$ cat src/hdl/stereo_pingpong_delay_defines.svh
// Assertion macros shared by the stereo delay RTL.
`ifndef STEREO_PINGPONG_DELAY_DEFINES_SVH
`define STEREO_PINGPONG_DELAY_DEFINES_SVH

// same-cycle implication
`define SPD_ASSERT_IMPL(name, clk_s, rst_s, ante, cons) \
  name: assert property (@(posedge clk_s) disable iff (rst_s) (ante) |-> (cons)) \
    else $error("stereo_pingpong_delay: assertion failed");

// next-cycle implication
`define SPD_ASSERT_NEXT(name, clk_s, rst_s, ante, cons) \
  name: assert property (@(posedge clk_s) disable iff (rst_s) (ante) |=> (cons)) \
    else $error("stereo_pingpong_delay: assertion failed");

`endif

$ cat src/hdl/spd_pkg.sv
// Shared types and constants of the stereo delay.
package spd_pkg;

  localparam int SAMPLE_W = 24;
  localparam int DELAY_W = 16;
  localparam int GAIN_W = 16;
  localparam int CFG_W = 16;
  localparam int CFG_IDX_W = 3;
  localparam int ACC_W = 42;
  localparam int LINE_DEPTH_DEF = 65536;

  localparam logic [GAIN_W:0] UNITY = 17'd32768;
  localparam int ROUND_HALF = 16384;
  localparam int SMAX = 8388607;
  localparam int SMIN = -8388608;

  localparam logic [DELAY_W-1:0] DELAY_RST = 16'd1;
  localparam logic [GAIN_W-1:0] MIX_RST = 16'd4915;
  localparam logic [GAIN_W-1:0] FB_RST = 16'd16384;

  typedef enum logic [CFG_IDX_W-1:0] {
    REG_DELAY_LEFT    = 3'd0,
    REG_DELAY_RIGHT   = 3'd1,
    REG_SYNC_ENABLE   = 3'd2,
    REG_MIX_GAIN      = 3'd3,
    REG_FEEDBACK_GAIN = 3'd4,
    REG_DELAY_MODE    = 3'd5,
    REG_PINGPONG_MODE = 3'd6
  } reg_index_t;

  typedef enum logic {
    MODE_STRAIGHT = 1'b0,
    MODE_CROSS    = 1'b1
  } delay_mode_t;

  typedef enum logic [1:0] {
    PP_CENTER = 2'd0,
    PP_LEFT   = 2'd1,
    PP_RIGHT  = 2'd2
  } pingpong_t;

  // gains already clamped to unity
  typedef struct packed {
    logic [GAIN_W:0] mix;
    logic [GAIN_W:0] mix_inv;
    logic [GAIN_W:0] fb;
    logic            pingpong;
    logic            inject_l;
    logic            inject_r;
  } spd_ctrl_t;

endpackage

$ cat src/hdl/spd_addr.sv
// Write pointer, fill tracking and delayed read addresses.
module spd_addr #(
  parameter int LINE_DEPTH = spd_pkg::LINE_DEPTH_DEF
) (
  input  logic                                clk,
  input  logic                                rst,
  input  logic                                advance,
  input  logic [spd_pkg::DELAY_W-1:0]         delay_l,
  input  logic [spd_pkg::DELAY_W-1:0]         delay_r,
  output logic [$clog2(LINE_DEPTH)-1:0]       wr_pos,
  output logic [$clog2(LINE_DEPTH)-1:0]       rd_addr_l,
  output logic [$clog2(LINE_DEPTH)-1:0]       rd_addr_r,
  output logic                                rd_vld_l,
  output logic                                rd_vld_r
);

  localparam int AW = $clog2(LINE_DEPTH);
  localparam int CW = (AW > spd_pkg::DELAY_W) ? AW : spd_pkg::DELAY_W;

  logic [AW-1:0] pos;
  logic          wrapped;
  logic [AW-1:0] dc_l, dc_r;
  logic [AW:0]   diff_l, diff_r;

  function automatic logic [AW-1:0] clamp_delay(input logic [spd_pkg::DELAY_W-1:0] d);
    logic [CW-1:0] w;
    w = CW'(d);
    if (w == '0) begin
      clamp_delay = AW'(1);
    end else if (w > CW'(LINE_DEPTH - 1)) begin
      clamp_delay = AW'(LINE_DEPTH - 1);
    end else begin
      clamp_delay = w[AW-1:0];
    end
  endfunction

  always_comb begin
    dc_l   = clamp_delay(delay_l);
    dc_r   = clamp_delay(delay_r);
    diff_l = {1'b0, pos} - {1'b0, dc_l};
    diff_r = {1'b0, pos} - {1'b0, dc_r};
    // borrow means the tap sits behind slot zero: wrap by the line depth
    rd_addr_l = diff_l[AW] ? AW'(diff_l + (AW+1)'(LINE_DEPTH)) : diff_l[AW-1:0];
    rd_addr_r = diff_r[AW] ? AW'(diff_r + (AW+1)'(LINE_DEPTH)) : diff_r[AW-1:0];
    // slots below pos are written; all of them once the pointer has wrapped
    rd_vld_l = wrapped || !diff_l[AW];
    rd_vld_r = wrapped || !diff_r[AW];
  end

  assign wr_pos = pos;

  always_ff @(posedge clk) begin
    if (rst) begin
      pos     <= '0;
      wrapped <= 1'b0;
    end else if (advance) begin
      if (pos == AW'(LINE_DEPTH - 1)) begin
        pos     <= '0;
        wrapped <= 1'b1;
      end else begin
        pos <= pos + AW'(1);
      end
    end
  end

endmodule

$ cat config.mk
export PLATFORM = sky130hd
export DESIGN_NAME = spd_addr
export DESIGN_NICKNAME = d
export VERILOG_FILES = /design/src/hdl/stereo_pingpong_delay_defines.svh /design/src/hdl/spd_pkg.sv /design/src/hdl/spd_addr.sv
export SDC_FILE = /design/constraint.sdc
export NUM_CORES = 1
export LEC_CHECK = 0
export BUFFER_PORTS_ARGS = -buffer_cell sky130_fd_sc_hd__buf_4
export CORE_MARGIN = 5
export CORE_UTILIZATION = 50
export DETAILED_ROUTE_END_ITERATION = 10
export PLACE_DENSITY = 0.75
export REMOVE_ABC_BUFFERS = 1
export SYNTH_ARGS = -nofsm -noshare
export SYNTH_HDL_FRONTEND = slang
export SYNTH_SLANG_ARGS = --single-unit
$ cat constraint.sdc
create_clock -name clk -period 4.3 [get_ports clk]
set_input_delay 0.86 -clock clk [delete_from_list [all_inputs] [get_ports clk]]
set_output_delay 0.86 -clock clk [all_outputs]
set_load 0.01 [all_outputs]
==> impl_metrics.py, run 1 <==
metrics = {
    "clock_network": {
        "clock_path_buffers": 2,
        "root_buffer": "clkbuf_8",
        "cts.sinks": 17,
        "ctsHtreeMaxLevel": 1,
        "clock_latency_ps": 250,
        "cts_setup_buffers": 0,
        "cts.reportedPaths.clkPinSlew_ps": 60,
        "cts_inserted_buffers": 3,
        "cts_tree": "done",
    },
    "timing": {
        "slew_headroom_pct": 71.7,
        "setup_viol": 0,
        "whs_ps": 553,
        "tightest_slew_ps": 424,
        "finalCritPeriodShare_pct": 97.6,
        "finalHoldViolations": 0,
        "layout_setup_ws_ps": 105,
        "tns_ps": 0,
        "clock.fmax_mhz": 238,
        "maxSlewViolCount": 0,
        "rsz0062_at_grt": "false",
        "fin_crit_ps": 4190,
        "final.setup_skew_ps": 1.67,
    },
    "routing": {
        "ant_nets": 0,
        "viasPerCell": 5.43,
        "dr.pass1.iters": 4,
        "drtIter0Drc": 124,
        "wire_per_inst_um": 14.1,
        "drt-total-wl_mm": 6.91,
        "post-route-drc-count": 0,
        "num_vias": 2657,
    },
    "global_routing": {
        "grt_max_degree": 12,
        "grt_pass1_wl_mm": 11.8,
        "overflow": 0,
        "grt_usage_pct": 22.1,
        "grt_pass1_vias": 2620,
        "antenna_found_initial": 0,
    },
    "floorplan": {
        "die-area_um2": 6550,
        "fp.dieW_um": 80.9,
        "io_pins": 85,
        "start_util_pct": 52.2,
        "core_area_um2": 4820,
        "row_count": 25,
        "fp.dieH_um": 80.9,
    },
    "yosys": {
        "ys_seq_area_share_pct": 13.5,
        "syn_inst": 335,
        "synth_seq_cells": 17,
        "synth-main-ff-cell": "dfxtp_1",
        "synthArstFlopShare_pct": 0,
        "avgSynthCellArea_um2": 7.50,
        "ys_warn_count": 0,
        "netlist_area_um2": 2510,
        "synth_edf_count": 0,
        "synthDistinctLibCells": 47,
    },
    "final_layout": {
        "nets": 493,
        "diodes": 0,
        "syn_to_final_growth_pct": 30.6,
        "drive_above_1_share_pct": 28.2,
        "postLayoutCoreUtil_pct": 68.2,
        "fin_area_um2": 3280,
        "final_cells": 489,
    },
    "run_status": {
        "status": "complete, no violations",
    },
    "placed_design": {
        "pre_cts_slack_ps": 110,
        "place_inst": 485,
        "gp_congestion": 0.873,
        "portBuffers": 84,
        "placed_cell_area_um2": 3230,
        "post-dp-hpwl_mm": 5.89,
    },
    "power": {
        "p_leak_nw": 1.66,
        "fin_total_pwr_mw": 0.465,
        "irDropWorstVdd_mv": 0.143,
        "power_density_nw_per_um2": 142,
    },
    "setup_path": {
        "critPathMaxFanout": 3,
        "worstPathRequired_ps": 3440,
        "crit_arrival_ps": 3330,
        "crit_type": "in2out",
        "crit_family": "compound AO/OA/AOI/OAI gates",
        "cp_num_buf_inv": 3,
        "cp_slowest_cell": "fa_1",
        "slowest_delay_ps": 400,
        "crit_top_cell": "buf_4",
        "crit_path_start_kind": "input pin",
        "end_kind": "output pin",
        "crit_chain": "buf_4, nor4_1, a41o_1, ha_1, inv_1, fa_1, a21oi_1, o21ai_1, o22ai_2, a31oi_2, mux2_1, buf_4",
    },
    "min_path": {
        "hold_path_class": "reg2reg",
    },
    "run": {
        "max_cap_violations": 0,
    },
}
[path summary, 6_finish.rpt]
| check | start | slack [ps] | depth (start not counted) | to |
|---|---|---|---|---|
| hold reg to reg | wrapped$_SDFFE_PP0P_ | 550 | 2 | wrapped$_SDFFE_PP0P_ |
| setup reg to reg | wr_pos[1]$_SDFFE_PP0P_ | 2220 | 6 | wr_pos[5]$_SDFFE_PP0P_ |
| hold / removal | wrapped$_SDFFE_PP0P_ | 550 | 2 | wrapped$_SDFFE_PP0P_ |
| setup / recovery | delay_l[8] | 110 | 12 | rd_addr_l[14] |
[flip-flops by register name, indices dropped and copies added, names as in the netlist]
| signal | flops |
|---|---|
| wr_pos | 16 |
| wrapped | 1 |
[cell usage after synthesis, types with 3 or more instances]
cell       n  area, µm²
o21ai_0   14       70.1
o21a_1     4       30.0
nand4_1    3       18.8
and3_1     3       18.8
dfxtp_1   17        340
ha_1      33        413
nand2_1   23       86.3
or3_1      3       18.8
nand3_1    7       35.0
a31oi_1    4       25.0
o211ai_1   5       37.5
nor4_1     6       37.5
o21ai_1    4       20.0
nor2_1    34        128
xnor2_1   26        228
inv_1     50        188
nor3_1     6       30.0
xor2_1    15        131
a21oi_1   22        110
a21oi_2   10       87.6
[kinds of logic (layout without fill, tap and decap cells)]
kind of cell    Yosys count  count (layout)  synth area share, %
flops                    17              17                 13.5
fa+ha+maj                35              35                 18.0
simple gates            100             100                 19.9
xor+xnor                 41              41                 14.3
mux                       3               3                 1.34
buf+inv                  54             141                 8.31
compound gates           85              85                 24.6
[cells in the final DEF, fill, tap and decap left out, drive strengths merged, types with 3 or more instances in the layout]
master and n:
o21a 4, ha 33, xnor2 26, buf 86, nor2 36, or3 3
o211ai 5, nand3 7, nor3 7, nand2 23, mux2 3, or2 3
a31oi 6, o21ai 18, inv 51, nand4 5, a21oi 32, and3 3
nor4 6, clkbuf 4, xor2 15, dfxtp 17
[layout make-up]
class                      instances  area, µm²
multi-input combinational        264       1980
fill                             459       1530
timing repair buffer              86        646
sequential                        17        340
inverter                          51        191
tap                               67       83.8
clock buffer                       4       45.0
[metal layers]
metal / track usage, % / vias to the layer above / part of all wire, %
met5: 0 / - / 0
met4: 2.53 / 0 / 0.72
met3: 3.66 / 6 / 5.8
met2: 40.1 / 72 / 49
met1: 28.2 / 1228 / 44
li1: - / 1351 / -
[where the power goes]
part | internal (mW) | switching [mW]
sequential | 0.159 | 0.00334
combinational | 0.0925 | 0.0931
clock | 0.0657 | 0.0515
[timing repair]
item	in CTS	in global routing
setup endpoints to repair	0	1
resized for setup	0	2
hold buffers	0	0
[worst reg2reg max path: stages (launching register included)]
cell and delay, ps:
dfxtp_1 580, ha_1 270, and3_1 260, nand4_2 200, nor2_1 160, or2_1 380, nor2_1 100
Power figures use the tool's default switching activity.
==> inputs of run 2 (changes only) <==
Settings changed: CTS_BUF_LIST from default to sky130_fd_sc_hd__clkbuf_4 sky130_fd_sc_hd__clkbuf_8.
==> run 2 against run 1 <==
Compared with the run above:
- global-route usage unchanged
- maximum frequency about the same
- via count about the same
- die area unchanged
- register-to-register slack about the same
- count of clock-buffer cells in the layout unchanged
- hold slack unchanged
- clock power up 6%
- largest cell class unchanged
==> impl_metrics.py, run 2 (same netlist as run 1, synthesis figures left out) <==
metrics = {
    "timing": {
        "finalHoldViolations": 0,
        "tightest_slew_ps": 427,
        "rsz0062_at_grt": "false",
        "slew_headroom_pct": 71.5,
        "final.setup_skew_ps": 1.27,
        "setup_viol": 0,
        "fin_crit_ps": 4190,
        "finalCritPeriodShare_pct": 97.6,
        "tns_ps": 0,
        "clock.fmax_mhz": 238,
        "maxSlewViolCount": 0,
    },
    "global_routing": {
        "grt_pass1_vias": 2620,
        "overflow": 0,
        "grt_pass1_wl_mm": 11.8,
        "antenna_found_initial": 0,
        "grt_usage_pct": 22.1,
        "grt_max_degree": 12,
    },
    "placed_design": {
        "post-dp-hpwl_mm": 5.89,
        "placed_cell_area_um2": 3230,
        "portBuffers": 84,
        "gp_congestion": 0.873,
    },
    "final_layout": {
        "fillCellCount": 457,
        "largest_reg_flops": 16,
        "drive_above_1_share_pct": 28.4,
        "final_common_cell": "buf_4",
        "diodes": 0,
        "register_area_um2": 340,
        "fin_area_um2": 3290,
        "syn_to_final_growth_pct": 30.8,
        "nets": 493,
        "mostFrequentLayoutCells": "buf_4 (86), inv_1 (50), nor2_1 (34)",
        "multi_input_area_um2": 1980,
        "postLayoutCoreUtil_pct": 68.2,
    },
    "clock_network": {
        "clock_latency_ps": 250,
        "root_buffer": "clkbuf_8",
        "cts_setup_buffers": 0,
        "cts_hold_buffers": 0,
        "cts.sinks": 17,
        "cts_inserted_buffers": 3,
        "cts_tree": "done",
        "cts.reportedPaths.clkPinSlew_ps": 60,
        "ctsHtreeMaxLevel": 1,
        "cts_resized": 0,
        "clock_path_buffers": 2,
    },
    "power": {
        "fin_total_pwr_mw": 0.472,
        "pwr-share-seq_pct": 34.4,
        "power_density_nw_per_um2": 143,
        "sw_frac_of_total_pct": 31.4,
        "irDropWorstVdd_mv": 0.144,
        "combinationalPowerShare_pct": 39.4,
        "p_leak_nw": 1.66,
        "pwr-share-clk_pct": 26.2,
        "p_sw_mw": 0.148,
        "p_int_mw": 0.323,
    },
    "routing": {
        "viasPerCell": 5.43,
        "post-route-drc-count": 0,
        "num_vias": 2655,
        "wire_per_inst_um": 14.1,
        "dr.pass1.iters": 4,
        "ant_nets": 0,
        "drtIter0Drc": 127,
        "drt-total-wl_mm": 6.92,
    },
    "run": {
        "max_cap_violations": 0,
    },
    "min_path": {
        "hold_path_depth": 2,
        "hold_path_class": "reg2reg",
        "hold_path.startpoint": "wrapped$_SDFFE_PP0P_",
        "holdPathEnd": "wrapped$_SDFFE_PP0P_",
    },
    "setup_path": {
        "crit_path_start_kind": "input pin",
        "worstPathRequired_ps": 3440,
        "crit_arrival_ps": 3330,
        "rrSetupSlack_ps": 2220,
        "crit_type": "in2out",
        "end_kind": "output pin",
        "reg2reg_depth": 6,
        "critPathMaxFanout": 3,
        "timing.rr.end": "wr_pos[5]$_SDFFE_PP0P_",
        "rr_startpoint": "wr_pos[1]$_SDFFE_PP0P_",
    },
    "run_status": {
        "status": "complete, no violations",
    },
    "floorplan": {
        "row_count": 25,
        "fp.dieH_um": 80.9,
        "die-area_um2": 6550,
        "start_util_pct": 52.2,
        "fp.dieW_um": 80.9,
        "core_area_um2": 4820,
        "io_pins": 85,
    },
}
run 2: cell counts in the layout (fill, tap and decap cells not counted):
Identical to the previous run, type by type.
run 2: per-stage QoR:
step                      setup slack, ps  cells  hold WS [ps]
after detailed placement              110    485           558
after floorplan                       618    332           499
after global routing                 3.47    489           610
final                                 105    489           553
after CTS                             111    489           563
after global placement                186    485           547
run 2: how the worst max path moves through the flow:
stage | from | to | slack (ps) | depth (start not counted)
CTS | delay_l[1] | rd_addr_l[14] | 110 | 12
floorplan | delay_l[8] | rd_addr_l[14] | 620 | 10
finish | delay_l[8] | rd_addr_l[14] | 110 | 12
global route | delay_l[8] | rd_addr_l[14] | 3 | 12
global placement | delay_l[1] | rd_addr_l[14] | 190 | 12
detailed placement | delay_l[8] | rd_addr_l[14] | 110 | 12
run 2: layout make-up:
type	count	share of cell area, %
inverters	51	5.82
multi-input cells	264	60.1
well taps	67	2.55
clock buffers	4	1.48
flip-flops and latches	17	10.4
repair buffers	86	19.6
run 2: critical path: stages:
cell and delay, ps:
buf_4 110, nor4_1 330, a41o_1 230, ha_1 160, inv_1 60, fa_1 400
a21oi_1 220, o21ai_1 130, o22ai_2 190, a31oi_2 170, mux2_1 340, buf_4 150
run 2: power by group through the flow:
stage | Sequential (mW) | Combinational, mW | Clock [mW]
final | 0.162 | 0.186 | 0.124
after global placement | 0.166 | 0.182 | 0
after detailed placement | 0.166 | 0.184 | 0
after floorplan | 0.166 | 0.0970 | 0
after global routing | 0.162 | 0.206 | 0.135
after CTS | 0.162 | 0.186 | 0.126
run 2: metal layers:
layer,wire length (µm),vias up,GRT usage (%)
li1,-,1351,-
met1,3070,1230,28.2
met2,3410,68,40.1
met3,392,6,3.66
met4,50,0,2.53
met5,0,-,0
